--- src/rtl/lpbt_pkg.sv ---
`timescale 1ns / 1ps
package lpbt_pkg;

   localparam int POOL_SLOTS_DEF = 16;
   localparam int MAX_RESULTS    = 16;

   localparam int KIND_W   = 2;
   localparam int PAGE_W   = 16;
   localparam int STATUS_W = 3;
   localparam int CFG_W    = 5;
   localparam int DCNT_W   = 5;
   localparam int WORD_W   = PAGE_W + 1;
   localparam int CNT_W    = $clog2(MAX_RESULTS + 1);

   localparam logic [CFG_W-1:0] POOL_RESET = CFG_W'(16);

   localparam logic [KIND_W-1:0] KIND_READ      = 2'd0;
   localparam logic [KIND_W-1:0] KIND_MARK      = 2'd1;
   localparam logic [KIND_W-1:0] KIND_FLUSH     = 2'd2;
   localparam logic [KIND_W-1:0] KIND_FLUSH_ALL = 2'd3;

   localparam logic [STATUS_W-1:0] STS_HIT       = 3'd0;
   localparam logic [STATUS_W-1:0] STS_INSERTED  = 3'd1;
   localparam logic [STATUS_W-1:0] STS_NOT_DIRTY = 3'd2;
   localparam logic [STATUS_W-1:0] STS_ABSENT    = 3'd3;
   localparam logic [STATUS_W-1:0] STS_DIRTY     = 3'd4;
   localparam logic [STATUS_W-1:0] STS_BAD_ID    = 3'd5;

   typedef struct packed {
      logic              dirty;
      logic [PAGE_W-1:0] page;
   } entry_type;

   typedef struct packed {
      logic [STATUS_W-1:0] status;
      logic                writeback;
      logic [PAGE_W-1:0]   wb_page;
      logic                full_res;
      logic [DCNT_W-1:0]   dirty_count;
      logic                last;
   } rsp_type;

endpackage

--- src/rtl/lru_page_buffer_tracker.sv ---
// A touch or a flush walks the list from slot 0 until it finds the page; a miss walks all the
// filled slots; a mark-dirty searches and then walks again, shifting; flush-all walks the filled
// slots. Result-side stalls add to each. One transaction at a time, set by the single
// RAM read port. A pool shrink counts the dropped slots at one per cycle once the block is idle,
// with req_ready low. Reset: synchronous, empties the list by zeroing the fill count (RAM contents
// are not cleared), clears the dirty count and sets the pool size to 16.
`timescale 1ns / 1ps
module lru_page_buffer_tracker #(
   parameter int POOL_SLOTS = lpbt_pkg::POOL_SLOTS_DEF
) (
   input  logic                          clock,
   input  logic                          reset,
   input  logic                          req_valid,
   output logic                          req_ready,
   input  logic [lpbt_pkg::KIND_W-1:0]   req_kind,
   input  logic [lpbt_pkg::PAGE_W-1:0]   req_page_id,
   output logic                          rsp_valid,
   input  logic                          rsp_ready,
   output logic [lpbt_pkg::STATUS_W-1:0] rsp_status,
   output logic                          rsp_writeback,
   output logic [lpbt_pkg::PAGE_W-1:0]   rsp_wb_page,
   output logic                          rsp_full_res,
   output logic [lpbt_pkg::DCNT_W-1:0]   rsp_dirty_count,
   output logic                          rsp_last,
   input  logic                          csr_wr_en,
   input  logic [lpbt_pkg::CFG_W-1:0]    csr_wr_data
);

   localparam int AW = $clog2(POOL_SLOTS);
   localparam int CW = $clog2(POOL_SLOTS + 1);
   localparam int MW = (CW > lpbt_pkg::CFG_W) ? CW : lpbt_pkg::CFG_W;
   localparam int DW = lpbt_pkg::DCNT_W;
   localparam int NW = lpbt_pkg::CNT_W;

   localparam logic [2:0] ST_IDLE  = 3'd0;
   localparam logic [2:0] ST_WALK  = 3'd1;
   localparam logic [2:0] ST_TAIL  = 3'd2;
   localparam logic [2:0] ST_FRONT = 3'd3;
   localparam logic [2:0] ST_FIN   = 3'd4;

   function automatic logic [CW-1:0] act_size(input logic [lpbt_pkg::CFG_W-1:0] v);
      logic [MW-1:0] ve;
      ve = MW'(v);
      if (ve == '0) begin
         return CW'(1);
      end
      if (ve > MW'(POOL_SLOTS)) begin
         return CW'(POOL_SLOTS);
      end
      return CW'(ve);
   endfunction

   logic [2:0]                    state_ff, state_in;
   logic [lpbt_pkg::KIND_W-1:0]   kind_ff, kind_in;
   logic [lpbt_pkg::PAGE_W-1:0]   page_ff, page_in;
   logic                          bad_ff, bad_in;
   logic                          shift_ff, shift_in;
   logic [CW-1:0]                 rp_ff, rp_in;
   logic                          dv_ff, dv_in;
   logic [AW-1:0]                 di_ff, di_in;
   lpbt_pkg::entry_type           carry_ff, carry_in;
   logic                          front_dirty_ff, front_dirty_in;
   logic                          front_wb_ff, front_wb_in;
   logic [lpbt_pkg::STATUS_W-1:0] front_status_ff, front_status_in;
   logic [DW-1:0]                 dirty_ff, dirty_in;
   logic [CW-1:0]                 fill_ff, fill_in;
   logic [lpbt_pkg::CFG_W-1:0]    pool_ff, pool_in;
   logic [CW-1:0]                 rem_ff, rem_in;
   logic [CW-1:0]                 lo_ff, lo_in;
   logic                          sw_dv_ff, sw_dv_in;
   logic [NW-1:0]                 cnt_ff, cnt_in;
   logic                          pend_valid_ff, pend_valid_in;
   logic [lpbt_pkg::PAGE_W-1:0]   pend_page_ff, pend_page_in;
   logic [DW-1:0]                 pend_dirty_ff, pend_dirty_in;
   lpbt_pkg::rsp_type             rsp_ff, rsp_in;
   logic                          rsp_valid_ff, rsp_valid_in;

   logic                wr_en;
   logic [AW-1:0]       wr_addr;
   lpbt_pkg::entry_type wr_data;
   logic                rd_en;
   logic [AW-1:0]       rd_addr;
   lpbt_pkg::entry_type rd_word;

   logic [CW-1:0] n_act;
   logic [CW-1:0] n_new;
   logic [CW-1:0] rem_dec;
   logic          sweeping;
   logic          out_free;
   logic          shifting;
   logic          match;
   logic          last_slot;
   logic          consume;
   logic          leave;
   logic          emit;
   logic [DW-1:0] dirty_dec;

   lpbt_ram #(
      .WIDTH (lpbt_pkg::WORD_W),
      .DEPTH (POOL_SLOTS)
   ) u_list_ram (
      .clock   (clock),
      .wr_en   (wr_en),
      .wr_addr (wr_addr),
      .wr_data (wr_data),
      .rd_en   (rd_en),
      .rd_addr (rd_addr),
      .rd_data (rd_word)
   );

   assign n_act     = act_size(pool_ff);
   assign n_new     = act_size(csr_wr_data);
   assign rem_dec   = rem_ff - CW'(1);
   assign sweeping  = (rem_ff > lo_ff) || sw_dv_ff;
   assign out_free  = !rsp_valid_ff || rsp_ready;
   assign shifting  = (kind_ff == lpbt_pkg::KIND_READ) || shift_ff;
   assign match     = (rd_word.page == page_ff);
   assign last_slot = ((CW'(di_ff) + CW'(1)) == fill_ff);
   assign dirty_dec = (dirty_ff != '0) ? (dirty_ff - DW'(1)) : dirty_ff;
   assign req_ready = (state_ff == ST_IDLE) && !sweeping && !csr_wr_en;

   always_comb begin
      state_in        = state_ff;
      kind_in         = kind_ff;
      page_in         = page_ff;
      bad_in          = bad_ff;
      shift_in        = shift_ff;
      rp_in           = rp_ff;
      dv_in           = dv_ff;
      di_in           = di_ff;
      carry_in        = carry_ff;
      front_dirty_in  = front_dirty_ff;
      front_wb_in     = front_wb_ff;
      front_status_in = front_status_ff;
      dirty_in        = dirty_ff;
      fill_in         = fill_ff;
      pool_in         = pool_ff;
      rem_in          = rem_ff;
      lo_in           = lo_ff;
      sw_dv_in        = 1'b0;
      cnt_in          = cnt_ff;
      pend_valid_in   = pend_valid_ff;
      pend_page_in    = pend_page_ff;
      pend_dirty_in   = pend_dirty_ff;
      wr_en           = 1'b0;
      wr_addr         = '0;
      wr_data         = '0;
      rd_en           = 1'b0;
      rd_addr         = '0;
      consume         = 1'b0;
      leave           = 1'b0;
      emit            = 1'b0;
      rsp_in             = rsp_ff;
      rsp_in.status      = lpbt_pkg::STS_HIT;
      rsp_in.writeback   = 1'b0;
      rsp_in.wb_page     = '0;
      rsp_in.full_res    = (fill_ff == n_act);
      rsp_in.dirty_count = dirty_ff;
      rsp_in.last        = 1'b1;

      case (state_ff)
         ST_IDLE: begin
            if (req_valid && req_ready) begin
               kind_in       = req_kind;
               page_in       = req_page_id;
               bad_in        = (req_kind != lpbt_pkg::KIND_FLUSH_ALL) && (req_page_id == '0);
               shift_in      = 1'b0;
               rp_in         = '0;
               dv_in         = 1'b0;
               cnt_in        = '0;
               pend_valid_in = 1'b0;
               if (bad_in) begin
                  state_in = ST_FIN;
               end else if (fill_ff == '0) begin
                  state_in = (req_kind == lpbt_pkg::KIND_READ) ? ST_TAIL : ST_FIN;
               end else begin
                  state_in = ST_WALK;
               end
            end
         end

         ST_WALK: begin
            if (dv_ff) begin
               if (shifting) begin
                  // move each entry down one slot; the hit or the new page lands at the front
                  consume = 1'b1;
                  if (di_ff != '0) begin
                     wr_en   = 1'b1;
                     wr_addr = di_ff;
                     wr_data = carry_ff;
                  end
                  if (match) begin
                     front_dirty_in  = (kind_ff == lpbt_pkg::KIND_MARK) ? 1'b1 : rd_word.dirty;
                     front_status_in = lpbt_pkg::STS_HIT;
                     front_wb_in     = 1'b0;
                     state_in        = ST_FRONT;
                     leave           = 1'b1;
                  end else begin
                     carry_in = rd_word;
                     if (last_slot) begin
                        state_in = (kind_ff == lpbt_pkg::KIND_READ) ? ST_TAIL : ST_FIN;
                        leave    = 1'b1;
                     end
                  end
               end else if (kind_ff == lpbt_pkg::KIND_MARK) begin
                  if (match) begin
                     if (rd_word.dirty) begin
                        if (out_free) begin
                           consume       = 1'b1;
                           emit          = 1'b1;
                           rsp_in.status = lpbt_pkg::STS_DIRTY;
                           state_in      = ST_IDLE;
                           leave         = 1'b1;
                        end
                     end else begin
                        // found clean: walk again, this time shifting
                        consume  = 1'b1;
                        shift_in = 1'b1;
                        rp_in    = '0;
                        leave    = 1'b1;
                     end
                  end else begin
                     consume = 1'b1;
                     if (last_slot) begin
                        state_in = ST_FIN;
                        leave    = 1'b1;
                     end
                  end
               end else if (kind_ff == lpbt_pkg::KIND_FLUSH) begin
                  if (match) begin
                     if (out_free) begin
                        consume  = 1'b1;
                        emit     = 1'b1;
                        state_in = ST_IDLE;
                        leave    = 1'b1;
                        if (rd_word.dirty) begin
                           wr_en              = 1'b1;
                           wr_addr            = di_ff;
                           wr_data.dirty      = 1'b0;
                           wr_data.page       = rd_word.page;
                           dirty_in           = dirty_dec;
                           rsp_in.writeback   = 1'b1;
                           rsp_in.wb_page     = page_ff;
                           rsp_in.dirty_count = dirty_dec;
                        end else begin
                           rsp_in.status = lpbt_pkg::STS_NOT_DIRTY;
                        end
                     end
                  end else begin
                     consume = 1'b1;
                     if (last_slot) begin
                        state_in = ST_FIN;
                        leave    = 1'b1;
                     end
                  end
               end else begin
                  // flush all: hold each write-back one step so the final one can carry last
                  if (rd_word.dirty) begin
                     if (!pend_valid_ff || out_free) begin
                        consume = 1'b1;
                        if (pend_valid_ff) begin
                           emit               = 1'b1;
                           rsp_in.writeback   = 1'b1;
                           rsp_in.wb_page     = pend_page_ff;
                           rsp_in.dirty_count = pend_dirty_ff;
                           rsp_in.last        = 1'b0;
                        end
                        wr_en         = 1'b1;
                        wr_addr       = di_ff;
                        wr_data.dirty = 1'b0;
                        wr_data.page  = rd_word.page;
                        dirty_in      = dirty_dec;
                        pend_valid_in = 1'b1;
                        pend_page_in  = rd_word.page;
                        pend_dirty_in = dirty_dec;
                        cnt_in        = cnt_ff + NW'(1);
                        if (last_slot || (cnt_in == NW'(lpbt_pkg::MAX_RESULTS))) begin
                           state_in = ST_FIN;
                           leave    = 1'b1;
                        end
                     end
                  end else begin
                     consume = 1'b1;
                     if (last_slot) begin
                        state_in = ST_FIN;
                        leave    = 1'b1;
                     end
                  end
               end
            end

            if ((!dv_ff || consume) && !leave) begin
               if (rp_ff < fill_ff) begin
                  rd_en   = 1'b1;
                  rd_addr = rp_ff[AW-1:0];
                  rp_in   = rp_ff + CW'(1);
                  di_in   = rp_ff[AW-1:0];
                  dv_in   = 1'b1;
               end else begin
                  dv_in = 1'b0;
               end
            end
            if (leave) begin
               dv_in = 1'b0;
            end
         end

         ST_TAIL: begin
            front_dirty_in  = 1'b0;
            front_status_in = lpbt_pkg::STS_INSERTED;
            if (fill_ff < n_act) begin
               wr_en       = 1'b1;
               wr_addr     = fill_ff[AW-1:0];
               wr_data     = carry_ff;
               fill_in     = fill_ff + CW'(1);
               front_wb_in = 1'b0;
            end else begin
               // tail pushed out; report it if dirty
               front_wb_in = carry_ff.dirty;
            end
            state_in = ST_FRONT;
         end

         ST_FRONT: begin
            if (out_free) begin
               wr_en         = 1'b1;
               wr_addr       = '0;
               wr_data.dirty = front_dirty_ff;
               wr_data.page  = page_ff;
               if (kind_ff == lpbt_pkg::KIND_MARK) begin
                  dirty_in = dirty_ff + DW'(1);
               end else if (front_wb_ff) begin
                  dirty_in = dirty_dec;
               end
               emit               = 1'b1;
               rsp_in.status      = front_status_ff;
               rsp_in.writeback   = front_wb_ff;
               rsp_in.wb_page     = front_wb_ff ? carry_ff.page : '0;
               rsp_in.dirty_count = dirty_in;
               state_in           = ST_IDLE;
            end
         end

         ST_FIN: begin
            if (out_free) begin
               emit     = 1'b1;
               state_in = ST_IDLE;
               if (bad_ff) begin
                  rsp_in.status = lpbt_pkg::STS_BAD_ID;
               end else if (kind_ff == lpbt_pkg::KIND_FLUSH_ALL) begin
                  if (pend_valid_ff) begin
                     rsp_in.writeback   = 1'b1;
                     rsp_in.wb_page     = pend_page_ff;
                     rsp_in.dirty_count = pend_dirty_ff;
                  end else begin
                     rsp_in.status = lpbt_pkg::STS_NOT_DIRTY;
                  end
                  pend_valid_in = 1'b0;
               end else begin
                  rsp_in.status = lpbt_pkg::STS_ABSENT;
               end
            end
         end

         default: begin
            state_in = ST_IDLE;
         end
      endcase

      // count dirty pages in slots dropped by a pool shrink, top slot first
      if (state_ff == ST_IDLE && rem_ff > lo_ff) begin
         rd_en    = 1'b1;
         rd_addr  = rem_dec[AW-1:0];
         rem_in   = rem_dec;
         sw_dv_in = 1'b1;
      end
      if (sw_dv_ff && rd_word.dirty && dirty_in != '0) begin
         dirty_in = dirty_in - DW'(1);
      end

      if (csr_wr_en) begin
         pool_in = csr_wr_data;
         fill_in = (fill_ff < n_new) ? fill_ff : n_new;
         if (sweeping) begin
            lo_in = (lo_ff < n_new) ? lo_ff : n_new;
         end else begin
            lo_in  = n_new;
            rem_in = fill_ff;
         end
      end

      // hold the waiting result until a new one is issued
      if (!emit) begin
         rsp_in = rsp_ff;
      end

      rsp_valid_in = emit ? 1'b1 : (rsp_valid_ff && !rsp_ready);
   end

   always_ff @(posedge clock) begin
      if (reset) begin
         state_ff      <= ST_IDLE;
         shift_ff      <= 1'b0;
         dv_ff         <= 1'b0;
         dirty_ff      <= '0;
         fill_ff       <= '0;
         pool_ff       <= lpbt_pkg::POOL_RESET;
         rem_ff        <= '0;
         lo_ff         <= '0;
         sw_dv_ff      <= 1'b0;
         cnt_ff        <= '0;
         pend_valid_ff <= 1'b0;
         rsp_valid_ff  <= 1'b0;
      end else begin
         state_ff      <= state_in;
         shift_ff      <= shift_in;
         dv_ff         <= dv_in;
         dirty_ff      <= dirty_in;
         fill_ff       <= fill_in;
         pool_ff       <= pool_in;
         rem_ff        <= rem_in;
         lo_ff         <= lo_in;
         sw_dv_ff      <= sw_dv_in;
         cnt_ff        <= cnt_in;
         pend_valid_ff <= pend_valid_in;
         rsp_valid_ff  <= rsp_valid_in;
      end
   end

   always_ff @(posedge clock) begin
      kind_ff         <= kind_in;
      page_ff         <= page_in;
      bad_ff          <= bad_in;
      rp_ff           <= rp_in;
      di_ff           <= di_in;
      carry_ff        <= carry_in;
      front_dirty_ff  <= front_dirty_in;
      front_wb_ff     <= front_wb_in;
      front_status_ff <= front_status_in;
      pend_page_ff    <= pend_page_in;
      pend_dirty_ff   <= pend_dirty_in;
      rsp_ff          <= rsp_in;
   end

   assign rsp_valid       = rsp_valid_ff;
   assign rsp_status      = rsp_ff.status;
   assign rsp_writeback   = rsp_ff.writeback;
   assign rsp_wb_page     = rsp_ff.wb_page;
   assign rsp_full_res    = rsp_ff.full_res;
   assign rsp_dirty_count = rsp_ff.dirty_count;
   assign rsp_last        = rsp_ff.last;

   a_fill_bound: assert property (@(posedge clock) disable iff (reset)
      fill_ff <= n_act)
      else $error("fill count exceeds active pool size");

   a_dirty_bound: assert property (@(posedge clock) disable iff (reset)
      !sweeping |-> MW'(dirty_ff) <= MW'(fill_ff))
      else $error("dirty count exceeds filled slots");

   a_walk_index: assert property (@(posedge clock) disable iff (reset)
      (state_ff == ST_WALK && dv_ff) |-> CW'(di_ff) < fill_ff)
      else $error("list walk read beyond filled slots");

   a_walk_nonempty: assert property (@(posedge clock) disable iff (reset)
      state_ff == ST_WALK |-> fill_ff != '0)
      else $error("list walk started on an empty list");

endmodule

--- src/rtl/lpbt_ram.sv ---
`timescale 1ns / 1ps
module lpbt_ram #(
   parameter int WIDTH = lpbt_pkg::WORD_W,
   parameter int DEPTH = lpbt_pkg::POOL_SLOTS_DEF
) (
   input  logic                     clock,
   input  logic                     wr_en,
   input  logic [$clog2(DEPTH)-1:0] wr_addr,
   input  logic [WIDTH-1:0]         wr_data,
   input  logic                     rd_en,
   input  logic [$clog2(DEPTH)-1:0] rd_addr,
   output logic [WIDTH-1:0]         rd_data
);

   logic [WIDTH-1:0] mem_ff [DEPTH];
   logic [WIDTH-1:0] rd_data_ff;

   always_ff @(posedge clock) begin
      if (wr_en) begin
         mem_ff[wr_addr] <= wr_data;
      end
      if (rd_en) begin
         rd_data_ff <= mem_ff[rd_addr];
      end
   end

   assign rd_data = rd_data_ff;

endmodule

--- config.mk ---
export PLATFORM = sky130hd
export DESIGN_NAME = lru_page_buffer_tracker
export DESIGN_NICKNAME = d
export VERILOG_FILES = /design/src/rtl/lpbt_pkg.sv /design/src/rtl/lru_page_buffer_tracker.sv /design/src/rtl/lpbt_ram.sv
export SDC_FILE = /design/constraint.sdc
export NUM_CORES = 1
export LEC_CHECK = 0
export BUFFER_PORTS_ARGS = -buffer_cell sky130_fd_sc_hd__buf_2
export CAP_MARGIN = 15
export CORE_MARGIN = 10
export CORE_UTILIZATION = 50
export DETAILED_ROUTE_END_ITERATION = 8
export PLACE_DENSITY = 0.73
export SYNTH_ARGS = -nofsm -noshare
export SYNTH_HDL_FRONTEND = slang
export SYNTH_SLANG_ARGS = --single-unit
--- constraint.sdc ---
create_clock -name clock -period 12.3 [get_ports clock]
set_input_delay 3.69 -clock clock [delete_from_list [all_inputs] [get_ports clock]]
set_output_delay 3.69 -clock clock [all_outputs]
set_load 0.02 [all_outputs]
==> results of run 1 <==
==> cell usage in the layout, fill, tap and decap left out, types with 6 or more instances in the layout <==
cell,netlist,layout
xnor2_1,29,29
buf_4,6,40
mux2_2,33,33
ha_1,37,37
nor2_1,96,85
nand4_1,8,8
mux2_1,6,6
nand2b_1,9,9
o21a_1,16,16
buf_2,3,56
a31oi_1,12,11
a211oi_1,11,11
nor4_1,10,9
o211ai_1,39,39
nor2b_1,19,16
a32oi_1,8,8
edfxtp_1,385,385
or4_1,35,35
clkbuf_16,0,43
o21ai_0,71,71
or2_2,12,12
o22a_1,15,15
or3_1,7,7
and2_1,41,41
dfxtp_1,38,38
inv_1,28,28
nand3_1,31,31
clkbuf_1,87,8
nor3_1,17,16
clkinv_2,0,12
a2111oi_0,14,14
nor2_2,0,10
a311oi_1,29,29
nand2_1,184,184
a22oi_1,40,40
mux2i_1,91,91
and3_1,9,9
a21oi_1,50,49
==> power by group <==
| group | total [mW] | internal, mW | switching, mW | leakage (nW) |
|---|---|---|---|---|
| Clock | 1.25 | 0.713 | 0.539 | 0.662 |
| Combinational | 2.11 | 0.816 | 1.29 | 3.24 |
| Sequential | 1.88 | 1.74 | 0.139 | 3.41 |
==> flip-flops by register name, summed over array words and instances (netlist names), 2 cells and up <==
register,cells
carry_ff,17
cnt_ff,5
di_ff,4
dirty_ff,5
fill_ff,5
kind_ff,2
lo_ff,5
page_ff,16
pend_dirty_ff,5
pend_page_ff,16
pool_ff,5
rem_ff,5
rp_ff,5
rsp_dirty_count,5
rsp_status,3
rsp_wb_page,16
state_ff,3
u_list_ram.mem_ff,272
u_list_ram.rd_data,17
==> tightest hold or removal path: stages (launching register included) <==
cell     delay [ps]
dfxtp_1         330
nand2_1          60
a21oi_1          50
==> cell type report <==
type / count / area, sq um
Tap cell: 525 / 657
Fill cell: 3158 / 17400
Multi-Input combinational cell: 1079 / 7440
Timing Repair Buffer: 97 / 608
Sequential cell: 423 / 12300
Inverter: 30 / 113
Clock buffer: 52 / 1120
Clock inverter: 24 / 218
==> metal layers <==
metal	routed length, um	GRT usage (%)	vias up
met1	21400	28.7	7030
met2	25700	34.8	776
met5	0	0	-
li1	-	-	6398
met4	1660	7.77	0
met3	5710	3.44	121
==> through the flow <==
step / hold WS (ps) / cell area (sq um) / setup WS [ps]
detailed placement: 476 / 21100 / 4030
floorplan: 448 / 20200 / 3780
global route: 531 / 22500 / 4160
global placement: 478 / 21100 / 4200
finish: 489 / 22500 / 4190
CTS: 487 / 22500 / 4180
==> final timing paths <==
check                                            from                               end  slack, ps  cells after the start
worst max-delay path                        csr_wr_en                         req_ready       4190                      3
worst min-delay path            lo_ff[0]$_SDFFE_PP0P_             lo_ff[0]$_SDFFE_PP0P_        490                      2
worst max register to register   kind_ff[0]$_DFFE_PP_  u_list_ram.rd_data[13]$_DFFE_PP_       6380                     11
worst min register to register  lo_ff[0]$_SDFFE_PP0P_             lo_ff[0]$_SDFFE_PP0P_        490                      2
==> kinds of logic after synthesis <==
group / synth area share (%)
AOI/OAI and AO/OA: 13.7
muxes: 6.67
and+or+nand+nor: 12.3
DFF: 60.9
buffers and inverters: 2.74
adders and majority gates: 2.29
xor gates and xnor gates: 1.43
==> qor.yml, run 1 <==
run_status:
  status: "finished clean"
synthesis:
  async_flop_share_pct: 0
  synth_edf_count: 385
  yosysTopAreaCellShare_pct: 57.1
  ys_types: 87
  yosysTopAreaCell: "edfxtp_1"
  synth_top_cells_by_count: "385 x edfxtp_1, 184 x nand2_1, 96 x nor2_1, 91 x mux2i_1, 87 x clkbuf_1"
  synthTopCellsByArea: "edfxtp_1 57%, mux2i_1 4.5%, dfxtp_1 3.8%"
  syn_nets: 1700
  ys.flop_type: "edfxtp_1"
  yosys_warnings: 0
  postSynthAreaPerCell_sq_um: 12.4
  seq_area_frac_synth_pct: 60.9
  synthCells: 1635
  syn-cell-area_sq_um: 20200
  synth_most_common_cell: "edfxtp_1"
  synth-seq-cells: 423
critical_path:
  cpMostUsedCell: "buf_2"
  cpMaxStageDelayCell: "nor4_1"
  cp.arrival_ps: 4420
  cp_cell_sequence: "buf_2, nor4_1, buf_2"
  crit_type: "in -> out"
  max_stage_delay_ps: 290
  crit_buf_inv: 2
  cp-end-kind: "primary output"
  cp_data_required_time_ps: 8610
  cpLargestDelayFamily: "buffers and inverters"
  setup.worst_path.start_class: "primary input"
  cp_max_fo: 16
sta:
  hold_viol: 0
  setup_viol: 0
  fin_skew_ps: 26.9
  period_share_pct: 65.9
  fin_crit_ps: 8110
  report.final.slew_viol_count: 0
  max-slew-margin-rel_pct: 20.7
  rsz0062_at_grt: "false"
  max_freq_mhz: 123
  setup-tns-final_ps: 0
  worst_pin_slew_ps: 1190
final_layout:
  diodes: 0
  utilization_pct: 56.3
  layout-drive-gt1-share_pct: 14.3
  finalNonFillerCells: 2230
  synthToLayoutAreaGrowth_pct: 11.1
  nets: 1739
clocking:
  cts-resized-gates: 0
  hold_buffers: 0
  cts.sinks: 423
  clk_latency_ps: 570
  post_cts_buffers: 0
  htreeDepth: 2
  cts_tree: "done"
  clockBufferDepth: 3
  clkTransAtPathRegs_ps: 50
  cts_made_buffers: 43
  root_buffer: "clkbuf_16"
power:
  vdd_drop_max_v: 0.000211
  fin_total_pwr_mw: 5.24
  powerDensity_nw_per_um2: 233
  leakagePower_nw: 7.30
placed_design:
  port_buffers: 56
  gp_congestion: 0.905
  placed_cells: 2153
  dp_hpwl_um: 33600
route:
  drt_iter0_markers: 1723
  drtPass1Iterations: 6
  drc: 0
  wl_um: 54500
  ant_nets: 0
  wl_per_cell_um: 24.4
  num_vias: 14300
  drt-vias-per-instance: 6.42
floorplan:
  dieArea_sq_um: 48900
  core-area_sq_um: 39900
  io_pins: 57
  rows: 73
  initial_core_util_pct: 50.7
  die_x_um: 221
  fp.dieH_um: 221
grt:
  grt_max_degree: 100
  grt-ovfl-total: 0
  antenna_found_initial: 0
  grt_first_pass_wirelength_um: 83000
  track_usage_pct: 21.5
  grt_pass1_vias: 13900
hold_path:
  hp-class: "reg -> reg"
run:
  maxCapViolations: 0
No activity file was read; power rests on OpenSTA's default activity.
==> inputs of run 2 (changes only) <==
ABC_AREA = 1   (was unset)
PLACE_DENSITY = 0.76   (was 0.73)
clock period = 7.1 ns   (was 12.3 ns; I/O delays follow)
==> run 2 against run 1 <==
Non-clock buffer count decreased by 4. Cell count is 26% higher. Largest cell class unchanged. Largest power group unchanged. First-iteration DRC count up 3.8%. Die area up 2.1%. Sequential power grew 76%. Via count up 13%. Wire length increased by 6.0%. Combinational power increased to 2.6 times the previous value.
==> qor.yml, run 2 <==
grt:
  grt-ovfl-total: 0
  grt_pass1_vias: 15400
  antenna_found_initial: 1
  grt_max_degree: 91
  track_usage_pct: 22.5
  grt_first_pass_wirelength_um: 88700
power:
  vdd_drop_max_v: 0.000504
  p_comb_share_pct: 49.6
  p_clk_share_pct: 20.6
  powerDensity_nw_per_um2: 485
  leakagePower_nw: 9.39
  intPower_mw: 5.95
  switching_share_pct: 46.5
  share_seq_of_total_power_pct: 29.8
  net-switching-power_mw: 5.16
clocking:
  cts-resized-gates: 0
  root_buffer: "clkbuf_16"
  clk_latency_ps: 560
  cts.sinks: 423
  clockBufferDepth: 3
  post_cts_buffers: 0
  cts_tree: "done"
  cts_made_buffers: 43
  htreeDepth: 2
  clkTransAtPathRegs_ps: 60
  hold_buffers: 0
floorplan:
  initial_core_util_pct: 50.6
  rows: 74
  io_pins: 57
  die_x_um: 223
  core-area_sq_um: 40900
  fp.dieH_um: 223
  dieArea_sq_um: 49900
synthesis:
  yosysTopAreaCellShare_pct: 55.8
  synth_top_family_by_area: "simple AND/OR/NAND/NOR gates"
  postSynthAreaPerCell_sq_um: 9.37
  synth_most_common_cell: "nand2_1"
  synthMuxAreaShare_pct: 0
  async_flop_share_pct: 0
  syn-cell-area_sq_um: 20700
  syn_nets: 2274
  synth_top_cells_by_count: "570 x nand2_1, 385 x edfxtp_1, 370 x nand3_1, 271 x inv_1, 107 x nor2_1"
  synthCells: 2209
  synth-simple-area-share_pct: 23.3
  ys.flop_type: "edfxtp_1"
  synth_xor_area_share_pct: 0.592
  yosysTopAreaCell: "edfxtp_1"
  synth-seq-cells: 423
  yosys_warnings: 0
  synth-compound-area-share_pct: 6.52
  synth_edf_count: 385
  synthTopCellsByArea: "edfxtp_1 56%, nand2_1 10%, nand3_1 8.9%"
  seq_area_frac_synth_pct: 59.5
  synthAdderAreaFrac_pct: 2.24
  ys_types: 57
placed_design:
  dp_hpwl_um: 37400
  port_buffers: 56
  gp_congestion: 0.923
  placed_cells: 2730
sta:
  report.final.slew_viol_count: 0
  timing.hold.ws_ps: 490
  rsz0062_at_grt: "false"
  worst_pin_slew_ps: 1120
  period_share_pct: 70.3
  setup-tns-final_ps: 0
  fin_crit_ps: 4990
  max-slew-margin-rel_pct: 24.5
  fin_skew_ps: 9.38
  max_freq_mhz: 200
  hold_viol: 0
  setup_viol: 0
route:
  met2_wirelength_um: 28000
  num_vias: 16100
  wl_per_cell_um: 20.6
  drt_iter0_markers: 1788
  ant_nets: 0
  drt-vias-per-instance: 5.74
  dr_wl_met3_um: 5210
  wl_um: 57800
  drc: 0
  drtPass1Iterations: 8
  wirelength_met1_um: 23000
  highest_layer: "met4"
critical_path:
  setup.worst_path.start_class: "primary input"
  crit_type: "in -> out"
  crit_buf_inv: 2
  cp_max_fo: 11
  cp_cell_sequence: "buf_2, nor3_1, buf_2"
  cp_data_required_time_ps: 4970
  max_stage_delay_ps: 330
  cpMaxStageDelayCell: "nor3_1"
  cpMostUsedCell: "buf_2"
  cpLargestDelayFamily: "buffers and inverters"
  cp-end-kind: "primary output"
  cp.arrival_ps: 2860
final_layout:
  seq_area_sq_um: 12300
  nFillCells: 3527
  utilization_pct: 56.0
  diodes: 0
  multiInputGateArea_sq_um: 6840
  layout_common_cells: "569 x nand2_1, 385 x edfxtp_1, 370 x nand3_1"
  finalNonFillerCells: 2808
  layout_commonest_cell: "nand2_1"
  largest_reg_flops: 272
  layout-drive-gt1-share_pct: 9.40
  top_register: "u_list_ram.mem_ff"
  nets: 2308
  synthToLayoutAreaGrowth_pct: 10.8
run:
  maxCapViolations: 0
hold_path:
  hp-class: "reg -> reg"
run_status:
  status: "finished clean"
-- run 2: layer usage --
| metal | track usage (%) | up-vias |
|---|---|---|
| li1 | - | 7562 |
| met1 | 29.4 | 7692 |
| met2 | 37.7 | 764 |
| met3 | 3.35 | 106 |
| met4 | 7.26 | 0 |
| met5 | 0 | - |
-- run 2: area by class of cell --
| type | instances | share of cell area (%) |
|---|---|---|
| inverter | 297 | 4.87 |
| tap | 532 | 2.90 |
| timing repair buffer | 93 | 2.54 |
| clock buffer | 54 | 5.01 |
| multi-input combinational | 1385 | 29.8 |
| clock inverter | 24 | 1.13 |
| sequential | 423 | 53.7 |
-- run 2: final timing paths --
kind | cells past startpoint | start | end | slack (ps)
max | 3 | csr_wr_en | req_ready | 2110
min | 2 | pool_ff[2]$_SDFFE_PP0P_ | pool_ff[2]$_SDFFE_PP0P_ | 490
max reg2reg | 19 | u_list_ram.rd_data[7]$_DFFE_PP_ | u_list_ram.mem_ff[14][16]$_DFFE_PP_ | 2830
min reg2reg | 2 | pool_ff[2]$_SDFFE_PP0P_ | pool_ff[2]$_SDFFE_PP0P_ | 490
-- run 2: kinds of logic (layout without fill, tap and decap cells) --
group,after synthesis,count (layout)
AO/OA/AOI/OAI,224,224
XOR/XNOR,14,14
adder cells (fa/ha/maj),37,37
flip-flops,423,423
AND/OR/NAND/NOR,1110,1110
buffers and inverters,401,468
-- run 2: power by group through the flow --
stage                     registers (mW)  logic [mW]  clock network [mW]
final                               3.31        5.51                2.29
after global routing                3.32        6.03                2.42
after detailed placement            3.35        5.41                   0
after CTS                           3.30        5.44                2.32
after global placement              3.35        5.36                   0
after floorplan                     3.27        3.80                   0
-- run 2: worst min-delay path, cell delays in order (launching register included) --
cell and delay [ps]:
dfxtp_1 320, nand2_1 70, a21oi_1 50
-- run 2: per-stage QoR --
| stage | setup WS, ps | cell area (sq um) | power [mW] |
|---|---|---|---|
| floorplan | 2070 | 20700 | 7.06 |
| global placement | 1700 | 21500 | 8.71 |
| detailed placement | 1560 | 21500 | 8.76 |
| CTS | 2130 | 22900 | 11.1 |
| global route | 1940 | 22900 | 11.8 |
| finish | 2110 | 22900 | 11.1 |
==> inputs of run 3 (changes only) <==
ABC_AREA = 0   (was 1)
clock period = 4.4 ns   (was 7.1 ns; I/O delays follow)
==> run 3 against run 2 <==
Power rose by 35%. Cell area rose by 0.38%. Register-to-register slack got worse by 2600 ps. Clock power rose by 50%. Largest cell class unchanged. Highest routed layer unchanged.
==> qor.yml, run 3 (synthesized netlist as in run 1, its figures left out) <==
grt:
  track_usage_pct: 22.4
  antenna_found_initial: 0
  grt_first_pass_wirelength_um: 87000
  grt_max_degree: 99
  grt-ovfl-total: 0
  grt_pass1_vias: 14500
route:
  num_vias: 14600
  drtPass1Iterations: 6
  drc: 0
  ant_nets: 0
  wl_um: 57100
  drt-vias-per-instance: 6.41
  drt_iter0_markers: 1683
  wl_per_cell_um: 25.1
sta:
  setup_viol: 0
  hold_viol: 0
  max_freq_mhz: 239
  report.final.slew_viol_count: 0
  fin_crit_ps: 4180
  fin_skew_ps: 28.2
  max-slew-margin-rel_pct: 27.7
  rsz0062_at_grt: "false"
  period_share_pct: 95.0
  worst_pin_slew_ps: 1080
  layout_setup_ws_ps: 222
placed_design:
  port_buffers: 56
  dp_slack_ps: -38.8
  dp_hpwl_um: 36400
  placed_cells: 2198
  gp_congestion: 0.919
power:
  powerDensity_nw_per_um2: 651
  leakagePower_nw: 7.57
  fin_total_pwr_mw: 15.0
  vdd_drop_max_v: 0.000514
critical_path:
  r2r-end: "u_list_ram.rd_data[7]$_DFFE_PP_"
  cp-end-kind: "flip-flop"
  setup.worst_path.start_class: "flip-flop"
  cp_data_required_time_ps: 4700
  cp.arrival_ps: 4480
  reg2reg_slack_ps: 220
  r2r-start: "di_ff[0]$_DFFE_PP_"
  reg2reg_depth: 13
  cp_max_fo: 31
  crit_type: "reg -> reg"
floorplan:
  fp.dieH_um: 221
  dieArea_sq_um: 48900
  die_x_um: 221
  rows: 73
  initial_core_util_pct: 50.7
  core-area_sq_um: 39900
  io_pins: 57
final_layout:
  largest_reg_flops: 272
  diodes: 0
  layout-drive-gt1-share_pct: 16.0
  finalNonFillerCells: 2278
  utilization_pct: 57.7
  nets: 1787
  layout_common_cells: "385 x edfxtp_1, 184 x nand2_1, 91 x mux2i_1"
  synthToLayoutAreaGrowth_pct: 13.7
  layout_commonest_cell: "edfxtp_1"
  top_register: "u_list_ram.mem_ff"
run:
  maxCapViolations: 0
clocking:
  clkTransAtPathRegs_ps: 60
  root_buffer: "clkbuf_16"
  clk_latency_ps: 580
  cts_made_buffers: 44
  cts_tree: "done"
  hold_buffers: 0
  cts.sinks: 423
  htreeDepth: 2
  clockBufferDepth: 3
hold_path:
  min_path_cells: 2
  hp-class: "reg -> reg"
  hp-start: "lo_ff[0]$_SDFFE_PP0P_"
  whs_endpoint: "lo_ff[0]$_SDFFE_PP0P_"
run_status:
  status: "finished clean"
run 3: what timing repair did:
item	in CTS	in global routing
setup endpoints to repair	0	7
gates resized for setup	0	2
setup buffers	0	2
run 3: final cells by class:
cell class	instances	area, sq um
Clock buffer	60	1200
Multi-Input combinational cell	1079	7430
Clock inverter	17	113
Fill cell	3028	16900
Sequential cell	423	12300
Timing Repair Buffer	144	1180
Tap cell	525	657
Inverter	30	113
run 3: worst max-delay path by stage:
stage | start | to | cells after the start | slack, ps
floorplan | rsp_ready | dirty_ff[1]$_SDFF_PP0_ | 13 | 180
global placement | rsp_ready | u_list_ram.rd_data[2]$_DFFE_PP_ | 11 | 100
detailed placement | rsp_ready | u_list_ram.rd_data[13]$_DFFE_PP_ | 11 | -40
CTS | di_ff[0]$_DFFE_PP_ | u_list_ram.rd_data[7]$_DFFE_PP_ | 12 | 190
global route | u_list_ram.rd_data[8]$_DFFE_PP_ | u_list_ram.rd_data[7]$_DFFE_PP_ | 12 | 30
finish | di_ff[0]$_DFFE_PP_ | u_list_ram.rd_data[7]$_DFFE_PP_ | 13 | 220
run 3: where the power goes:
part	total (mW)	internal, mW	leakage (nW)	switching (mW)
combinational	6.30	2.52	3.53	3.78
sequential	5.25	4.87	3.41	0.377
clock	3.43	1.91	0.630	1.52
run 3: worst max-delay path, stage by stage (launching register included):
cell	delay [ps]
edfxtp_1	460
ha_1	270
nand2_1	70
or4_4	430
a2111oi_4	340
buf_4	200
a21oi_1	90
o221a_1	380
a31oi_4	320
buf_12	280
buf_4	220
mux2i_1	240
o32ai_1	130
or4_1	470
run 3: stage by stage:
step | hold slack [ps] | TNS [ps] | area [sq um]
after floorplan | 448 | 0 | 20200
after global placement | 479 | 0 | 21700
after detailed placement | 477 | -102 | 21700
after CTS | 487 | 0 | 23000
after global routing | 518 | 0 | 23000
final | 485 | 0 | 23000
run 3: metal layers:
metal	global-route usage, %	up-vias	wire, um
li1	-	6479	-
met1	29.3	7133	21900
met2	36.1	834	27000
met3	4.24	146	6200
met4	9.36	0	2030
met5	0	-	0
